`src/hdl/r2fft_pkg.sv`:
```
// Shared types and constants of the radix-2 complex FFT block.
`default_nettype none

package r2fft_pkg;

  localparam int IDX_W   = 10;
  localparam int BIN_W   = 27;
  localparam int OP_W    = 2;
  localparam int CFG_W   = 4;
  localparam int TW_W    = 18;
  localparam int TW_FRAC = 16;

  localparam logic [63:0] PI_Q30 = 64'd3373259426;

  localparam logic CFG_SIZE_LOG2 = 1'b0;
  localparam logic CFG_INVERSE   = 1'b1;

  typedef enum logic [1:0] {
    OP_WRITE = 2'd0,
    OP_RUN   = 2'd1,
    OP_READ  = 2'd2
  } op_t;

  typedef enum logic [2:0] {
    WD_SAMPLE,
    WD_SUM,
    WD_DIFF,
    WD_E,
    WD_O,
    WD_SCALE
  } wsel_t;

  typedef enum logic [3:0] {
    ST_IDLE,
    ST_SW_RD_I,
    ST_SW_RD_J,
    ST_SW_CAP,
    ST_SW_WR_I,
    ST_SW_WR_J,
    ST_BF_RD_E,
    ST_BF_RD_O,
    ST_BF_MUL,
    ST_BF_SUM,
    ST_BF_WR_E,
    ST_BF_WR_O,
    ST_SC_RD,
    ST_SC_WR
  } state_t;

  typedef struct packed {
    logic  rd_en;
    logic  wr_en;
    wsel_t wsel;
    logic  tw_en;
    logic  cap_e;
    logic  cap_o;
    logic  mul_en;
    logic  sum_en;
    logic  out_load;
    logic  pend_load;
    logic  inv;
  } cmd_t;

  typedef struct packed {
    logic busy;
  } stat_t;

endpackage

`default_nettype wire

```
`src/hdl/r2fft_ctrl.sv`:
```
// Controller: configuration registers, handshakes and the run sequencer.
`default_nettype none

module r2fft_ctrl #(
  parameter int MAX_POINTS = 1024
) (
  input  wire logic                                   clk,
  input  wire logic                                   rst_n,
  input  wire logic                                   in_valid,
  output logic                                        in_ready,
  input  wire logic [r2fft_pkg::OP_W-1:0]             in_op,
  input  wire logic [$clog2(MAX_POINTS)-1:0]          in_addr,
  input  wire logic                                   cfg_valid,
  input  wire logic                                   cfg_index,
  input  wire logic [r2fft_pkg::CFG_W-1:0]            cfg_data,
  input  wire logic                                   out_ready,
  output logic                                        out_valid,
  output r2fft_pkg::cmd_t                             cmd,
  output logic      [$clog2(MAX_POINTS)-1:0]          rd_addr,
  output logic      [$clog2(MAX_POINTS)-1:0]          wr_addr,
  output logic      [$clog2(MAX_POINTS)-1:0]          tw_m,
  output logic      [$clog2($clog2(MAX_POINTS)+1)-1:0] lg,
  output r2fft_pkg::stat_t                            status
);

  localparam int AW = $clog2(MAX_POINTS);
  localparam int LW = $clog2(AW + 1);

  function automatic logic [AW-1:0] bit_rev(input logic [AW-1:0] x);
    logic [AW-1:0] r;
    for (int b = 0; b < AW; b++) begin
      r[b] = x[AW-1-b];
    end
    return r;
  endfunction

  r2fft_pkg::state_t state_r, state_nxt;
  logic [r2fft_pkg::CFG_W-1:0] size_r, size_nxt;
  logic inv_r, inv_nxt;
  logic [AW-1:0] cnt_r, cnt_nxt;
  logic [LW-1:0] st_r, st_nxt;
  logic pend_r, pend_nxt;
  logic oval_r, oval_nxt;

  logic out_free;
  logic in_fire;
  logic [AW-1:0] last_n, last_h, j_addr, hmask, e_addr, o_addr;
  logic swap_here;

  always_comb begin
    if (size_r == '0) begin
      lg = LW'(1);
    end else if (32'(size_r) > AW) begin
      lg = LW'(AW);
    end else begin
      lg = LW'(size_r);
    end
  end

  assign last_n    = ~({AW{1'b1}} << lg);
  assign last_h    = last_n >> 1;
  assign j_addr    = bit_rev(cnt_r) >> (AW - 32'(lg));
  assign swap_here = cnt_r < j_addr;
  assign hmask     = ~({AW{1'b1}} << st_r);
  assign e_addr    = ((cnt_r >> st_r) << (st_r + LW'(1))) | (cnt_r & hmask);
  assign o_addr    = e_addr | (AW'(1) << st_r);
  assign tw_m      = (cnt_r & hmask) << ((AW - 1) - 32'(st_r));

  assign out_free  = !oval_r || out_ready;
  assign in_ready  = (state_r == r2fft_pkg::ST_IDLE) && (!pend_r || out_free);
  assign in_fire   = in_valid && in_ready;
  assign out_valid = oval_r;
  assign status.busy = (state_r != r2fft_pkg::ST_IDLE);

  always_comb begin
    size_nxt = size_r;
    inv_nxt  = inv_r;
    if (cfg_valid) begin
      if (cfg_index == r2fft_pkg::CFG_SIZE_LOG2) begin
        size_nxt = cfg_data;
      end else begin
        inv_nxt = cfg_data[0];
      end
    end
    pend_nxt = (in_fire && in_op == r2fft_pkg::OP_READ) || (pend_r && !out_free);
    oval_nxt = (pend_r && out_free) || (oval_r && !out_ready);
  end

  always_comb begin
    state_nxt = state_r;
    cnt_nxt   = cnt_r;
    st_nxt    = st_r;
    case (state_r)
      r2fft_pkg::ST_IDLE: begin
        if (in_fire && in_op == r2fft_pkg::OP_RUN) begin
          state_nxt = r2fft_pkg::ST_SW_RD_I;
          cnt_nxt   = '0;
        end
      end
      r2fft_pkg::ST_SW_RD_I: begin
        if (swap_here) begin
          state_nxt = r2fft_pkg::ST_SW_RD_J;
        end else if (cnt_r == last_n) begin
          state_nxt = r2fft_pkg::ST_BF_RD_E;
          cnt_nxt   = '0;
          st_nxt    = '0;
        end else begin
          cnt_nxt = cnt_r + AW'(1);
        end
      end
      r2fft_pkg::ST_SW_RD_J: state_nxt = r2fft_pkg::ST_SW_CAP;
      r2fft_pkg::ST_SW_CAP:  state_nxt = r2fft_pkg::ST_SW_WR_I;
      r2fft_pkg::ST_SW_WR_I: state_nxt = r2fft_pkg::ST_SW_WR_J;
      r2fft_pkg::ST_SW_WR_J: begin
        if (cnt_r == last_n) begin
          state_nxt = r2fft_pkg::ST_BF_RD_E;
          cnt_nxt   = '0;
          st_nxt    = '0;
        end else begin
          state_nxt = r2fft_pkg::ST_SW_RD_I;
          cnt_nxt   = cnt_r + AW'(1);
        end
      end
      r2fft_pkg::ST_BF_RD_E: state_nxt = r2fft_pkg::ST_BF_RD_O;
      r2fft_pkg::ST_BF_RD_O: state_nxt = r2fft_pkg::ST_BF_MUL;
      r2fft_pkg::ST_BF_MUL:  state_nxt = r2fft_pkg::ST_BF_SUM;
      r2fft_pkg::ST_BF_SUM:  state_nxt = r2fft_pkg::ST_BF_WR_E;
      r2fft_pkg::ST_BF_WR_E: state_nxt = r2fft_pkg::ST_BF_WR_O;
      r2fft_pkg::ST_BF_WR_O: begin
        cnt_nxt = cnt_r + AW'(1);
        state_nxt = r2fft_pkg::ST_BF_RD_E;
        if (cnt_r == last_h) begin
          cnt_nxt = '0;
          if (st_r == lg - LW'(1)) begin
            state_nxt = inv_r ? r2fft_pkg::ST_SC_RD : r2fft_pkg::ST_IDLE;
          end else begin
            st_nxt = st_r + LW'(1);
          end
        end
      end
      r2fft_pkg::ST_SC_RD: state_nxt = r2fft_pkg::ST_SC_WR;
      r2fft_pkg::ST_SC_WR: begin
        if (cnt_r == last_n) begin
          state_nxt = r2fft_pkg::ST_IDLE;
        end else begin
          state_nxt = r2fft_pkg::ST_SC_RD;
          cnt_nxt   = cnt_r + AW'(1);
        end
      end
      default: state_nxt = r2fft_pkg::ST_IDLE;
    endcase
  end

  always_comb begin
    cmd          = '0;
    cmd.wsel     = r2fft_pkg::WD_SAMPLE;
    cmd.inv      = inv_r;
    cmd.out_load = pend_r && out_free;
    rd_addr      = cnt_r;
    wr_addr      = cnt_r;
    case (state_r)
      r2fft_pkg::ST_IDLE: begin
        rd_addr = in_addr;
        wr_addr = in_addr;
        if (in_fire && in_op == r2fft_pkg::OP_WRITE) begin
          cmd.wr_en = 1'b1;
        end
        if (in_fire && in_op == r2fft_pkg::OP_READ) begin
          cmd.rd_en     = 1'b1;
          cmd.pend_load = 1'b1;
        end
      end
      r2fft_pkg::ST_SW_RD_I: cmd.rd_en = swap_here;
      r2fft_pkg::ST_SW_RD_J: begin
        cmd.rd_en = 1'b1;
        rd_addr   = j_addr;
        cmd.cap_e = 1'b1;
      end
      r2fft_pkg::ST_SW_CAP: cmd.cap_o = 1'b1;
      r2fft_pkg::ST_SW_WR_I: begin
        cmd.wr_en = 1'b1;
        cmd.wsel  = r2fft_pkg::WD_O;
      end
      r2fft_pkg::ST_SW_WR_J: begin
        cmd.wr_en = 1'b1;
        cmd.wsel  = r2fft_pkg::WD_E;
        wr_addr   = j_addr;
      end
      r2fft_pkg::ST_BF_RD_E: begin
        cmd.rd_en = 1'b1;
        cmd.tw_en = 1'b1;
        rd_addr   = e_addr;
      end
      r2fft_pkg::ST_BF_RD_O: begin
        cmd.rd_en = 1'b1;
        cmd.cap_e = 1'b1;
        rd_addr   = o_addr;
      end
      r2fft_pkg::ST_BF_MUL: cmd.mul_en = 1'b1;
      r2fft_pkg::ST_BF_SUM: cmd.sum_en = 1'b1;
      r2fft_pkg::ST_BF_WR_E: begin
        cmd.wr_en = 1'b1;
        cmd.wsel  = r2fft_pkg::WD_SUM;
        wr_addr   = e_addr;
      end
      r2fft_pkg::ST_BF_WR_O: begin
        cmd.wr_en = 1'b1;
        cmd.wsel  = r2fft_pkg::WD_DIFF;
        wr_addr   = o_addr;
      end
      r2fft_pkg::ST_SC_RD: cmd.rd_en = 1'b1;
      r2fft_pkg::ST_SC_WR: begin
        cmd.wr_en = 1'b1;
        cmd.wsel  = r2fft_pkg::WD_SCALE;
      end
      default: cmd.inv = inv_r;
    endcase
  end

  always_ff @(posedge clk) begin
    if (!rst_n) begin
      state_r <= r2fft_pkg::ST_IDLE;
      size_r  <= r2fft_pkg::CFG_W'(10);
      inv_r   <= 1'b0;
      cnt_r   <= '0;
      st_r    <= '0;
      pend_r  <= 1'b0;
      oval_r  <= 1'b0;
    end else begin
      state_r <= state_nxt;
      size_r  <= size_nxt;
      inv_r   <= inv_nxt;
      cnt_r   <= cnt_nxt;
      st_r    <= st_nxt;
      pend_r  <= pend_nxt;
      oval_r  <= oval_nxt;
    end
  end

endmodule

`default_nettype wire

```
`config.mk`:
```
export PLATFORM = sky130hd
export DESIGN_NAME = r2fft_ctrl
export DESIGN_NICKNAME = d
export VERILOG_FILES = /design/src/hdl/r2fft_pkg.sv /design/src/hdl/r2fft_ctrl.sv
export SDC_FILE = /design/constraint.sdc
export NUM_CORES = 1
export LEC_CHECK = 0
export ABC_CLOCK_PERIOD_IN_PS = 5630
export BUFFER_PORTS_ARGS = -buffer_cell sky130_fd_sc_hd__buf_4
export CAP_MARGIN = 10
export CORE_UTILIZATION = 50
export DETAILED_ROUTE_END_ITERATION = 12
export PLACE_DENSITY_LB_ADDON = 0.08
export SLEW_MARGIN = 20
export SYNTH_ARGS = -nofsm -noshare
export SYNTH_HDL_FRONTEND = slang
export SYNTH_SLANG_ARGS = --single-unit
```
`constraint.sdc`:
```
create_clock -name clk -period 5.63 [get_ports clk]
set_input_delay 0.563 -clock clk [delete_from_list [all_inputs] [get_ports clk]]
set_output_delay 0.563 -clock clk [all_outputs]
set_load 0.005 [all_outputs]
```
==> summary.txt <==
Clock network
  • TritonCTS Buffers: 3
  • Reg clk slew, reported paths: 0.13 ns
  • Hold Buf Count CTS: 0
  • Clock sink count: 25
  • CTS max path bufs: 2
  • Clock H-tree levels: 1
  • CTS tree: yes
  • Worst-Skew Late Latency: 0.31 ns
  • Clock root buffer: clkbuf_8

Die
  • Initial core utilization: 51.56%
  • Core Area: 9729 um2
  • Row count: 36
  • Die Ht: 102.2 um
  • Die area: 10440 um2
  • Ports: 72
  • Chip Width: 102.2 um

Synth
  • #FFs+latches synth: 25
  • Post-synth EDFFs: 0
  • Area share of the largest cell type after synthesis: 9.978%
  • Cell count after synthesis: 730
  • Cell Area, Synth: 5016 um2
  • Yosys cell types: 83
  • Post-synthesis sequential area ratio: 9.978%
  • Synth Net Count: 781
  • Ys async rst share: 0%
  • Area leader, netlist: dfxtp_1
  • Synthesized area per cell: 6.871 um2
  • Yosys warning count: 0
  • Top_reg_cell synth: dfxtp_1
  • Top post-synthesis cells by area: dfxtp_1, ha_1, nand2_1, mux2i_1, a21oi_1

Critical path
  • CP Max Fanout: 16
  • Startpoint types: register
  • Slowest-stage cell, CP: nor4_1
  • Worst path max stage delay: 0.74 ns
  • Crit. End Element: output pin
  • Reg2Reg Depth: 16
  • Worst path required time: 5.07 ns
  • Crit path kind: reg2out
  • CP cell instances: o21ai_2 -> a21oi_4 -> inv_1 -> ha_1 -> inv_1 -> ha_1 -> nor4_1 -> inv_1 -> ha_1 -> nand2_1 -> or4_1 -> a31oi_1 -> nor2_1 -> a211o_1 -> buf_4
  • Worst path arrival time: 4.76 ns

GRT
  • GRT Overall Usage: 36.96%
  • Overflow left after global routing: 0
  • First-pass GRT wire length: 29.65 mm
  • Vias in the first global route: 5567
  • Largest net degree at the start of global routing: 38
  • Initial antenna violation count: 0

Cells and area
  • Final nets: 804
  • Most frequent cells in the layout: nand2_1, buf_4, nor2_1
  • Final Util: 57.75%
  • # diodes: 0
  • Final Cell Area: 5619 um2
  • # fillers: 988
  • Share of layout cells above drive strength 1: 16.62%
  • Most common library cell in the layout ignoring fill and taps: nand2_1
  • Area Overhead vs Synth: 12.02%

STA
  • Min cycle time layout: 5.327 ns
  • Final setup violation count: 0
  • Final TNS setup: 0 ns
  • Final Hold Viols: 0
  • Slew Viols, Final: 0
  • RSZ-0062 raised after global routing: false
  • Fmax: 0.1877 GHz
  • Rel. slew slack: 35.46%
  • Clk_skew: 0.02309 ns
  • Tcrit/Tclk final: 94.63%
  • Setup ws final: 0.3026 ns
  • Worst slew pin tran: 0.9645 ns

Placement
  • Post-DP HPWL: 14.14 mm
  • Number of port buffers: 71
  • Placed Instance Area: 5549 um2
  • Pre-CTS setup slack: 0.2533 ns
  • GP Congestion: 0.9573

Detailed routing
  • Post-DR wirelength/cell: 21.43 um
  • Total Wirelength: 18.97 mm
  • DRC viols: 0
  • Met2 wire len: 8.683 mm
  • Routed Antenna Nets: 0
  • DRT iter0 DRCs: 589
  • Highest Signal Layer: met4
  • Via-per-instance ratio: 6.898
  • DR pass1 iterations: 6
  • WL met1: 7.415 mm
  • Via count: 6105
  • Met3 routed WL: 1.940 mm

Hold path
  • Worst hold path depth: 3
  • Min-Delay Path Class: in2reg

Power
  • Pwr/cell area: 240.6 nW/um2
  • Static leakage power: 2.192 nW
  • Max IR drop VDD: 0.3196 mV
  • Design Power: 0.001352 W

Flow run
  • Max-Cap Viols: 0

Run status
  • Status: completed
[flip-flops by register name (all words and copies together) (netlist names)]
register / cells
state_r: 4
pend_r: 1
st_r: 4
size_r: 4
inv_r: 1
cnt_r: 10
out_valid: 1
[per-stage QoR]
stage	hold slack, ns	cells
2_1_floorplan	0.4451	730
4_1_cts	0.4619	885
5_1_grt	0.4648	885
3_3_place_gp	0.4725	881
3_5_place_dp	0.4830	881
6_report	0.4607	885
[cells by family (layout without fill, tap and decap cells)]
group / count (synthesis) / count (layout) / synth area share [%]
AO/OA/AOI/OAI: 239 / 239 / 35.07
multiplexers: 40 / 40 / 10.10
XOR/XNOR: 10 / 10 / 1.746
AND/OR/NAND/NOR: 281 / 281 / 27.46
flip-flops: 25 / 25 / 9.978
adder cells (fa/ha/maj): 29 / 29 / 7.234
buffers and inverters: 106 / 128 / 8.406
[cell type report]
cell class | instances | area [um2] | share of cell area [%]
Inverter | 38 | 146.4 | 2.605
Multi-Input combinational cell | 599 | 4109 | 73.12
Timing Repair Buffer | 86 | 645.6 | 11.49
Sequential cell | 25 | 501.7 | 8.929
Tap cell | 133 | 166.4 | 2.961
Clock inverter | 1 | 8.758 | 0.1559
Clock buffer | 3 | 41.29 | 0.7348
[timing repair]
item,in CTS,in global routing
buffers inserted,0,0
setup endpoints to repair,0,15
hold endpoints to repair,0,0
gates resized for setup,0,6
[cells in the mapped netlist, types with 6 or more instances]
cell type  instances
o21ai_0           33
a32oi_1            6
o221ai_1          11
o22ai_1           11
buf_1              7
nand2_1           96
dfxtp_1           25
nor2_1            49
o311ai_0           8
o211ai_1           9
nand2b_1           7
nand4_1           13
a22oi_1            9
a21oi_1           39
o2111ai_1          7
mux4_2             8
inv_1             35
nor2b_1            9
a211oi_1          12
ha_1              29
nand3_1           30
clkbuf_1          48
buf_2             10
and3_1            17
mux2i_1           27
nor3_1            25
or3_1             10
a221oi_1           8
a31oi_1           11
[final timing paths]
check / endpoint / slack (ns) / from
hold reg to reg: out_valid / 0.51 / pend_r
setup reg to reg: cnt_r[2] / 0.43 / size_r[1]
setup / recovery: cmd[12] / 0.30 / size_r[1]
hold / removal: size_r[3] / 0.46 / cfg_data[3]
[layer usage]
metal | GRT usage, % | vias to the layer above
li1 | - | 2834
met2 | 60.51 | 388
met4 | 17.80 | 0
met1 | 46.06 | 2806
met3 | 8.003 | 77
met5 | 0 | -
[worst max-delay path: cells and delay by family, from the launching register on]
| family | cells | cell delay, ns |
|---|---|---|
| and+or+nand+nor | 4 | 1.40 |
| AOI/OAI and AO/OA | 4 | 1.07 |
| adders and majority gates | 3 | 0.96 |
| DFF | 1 | 0.56 |
| buffers and inverters | 4 | 0.45 |
[where the power goes]
part           switching, W  internal [W]  total (W)
registers         0.0000340      0.000191   0.000225
clock network     0.0000809     0.0000526   0.000133
logic              0.000562      0.000431   0.000993
total              0.000677      0.000675    0.00135
Power figures use the tool's default switching activity.
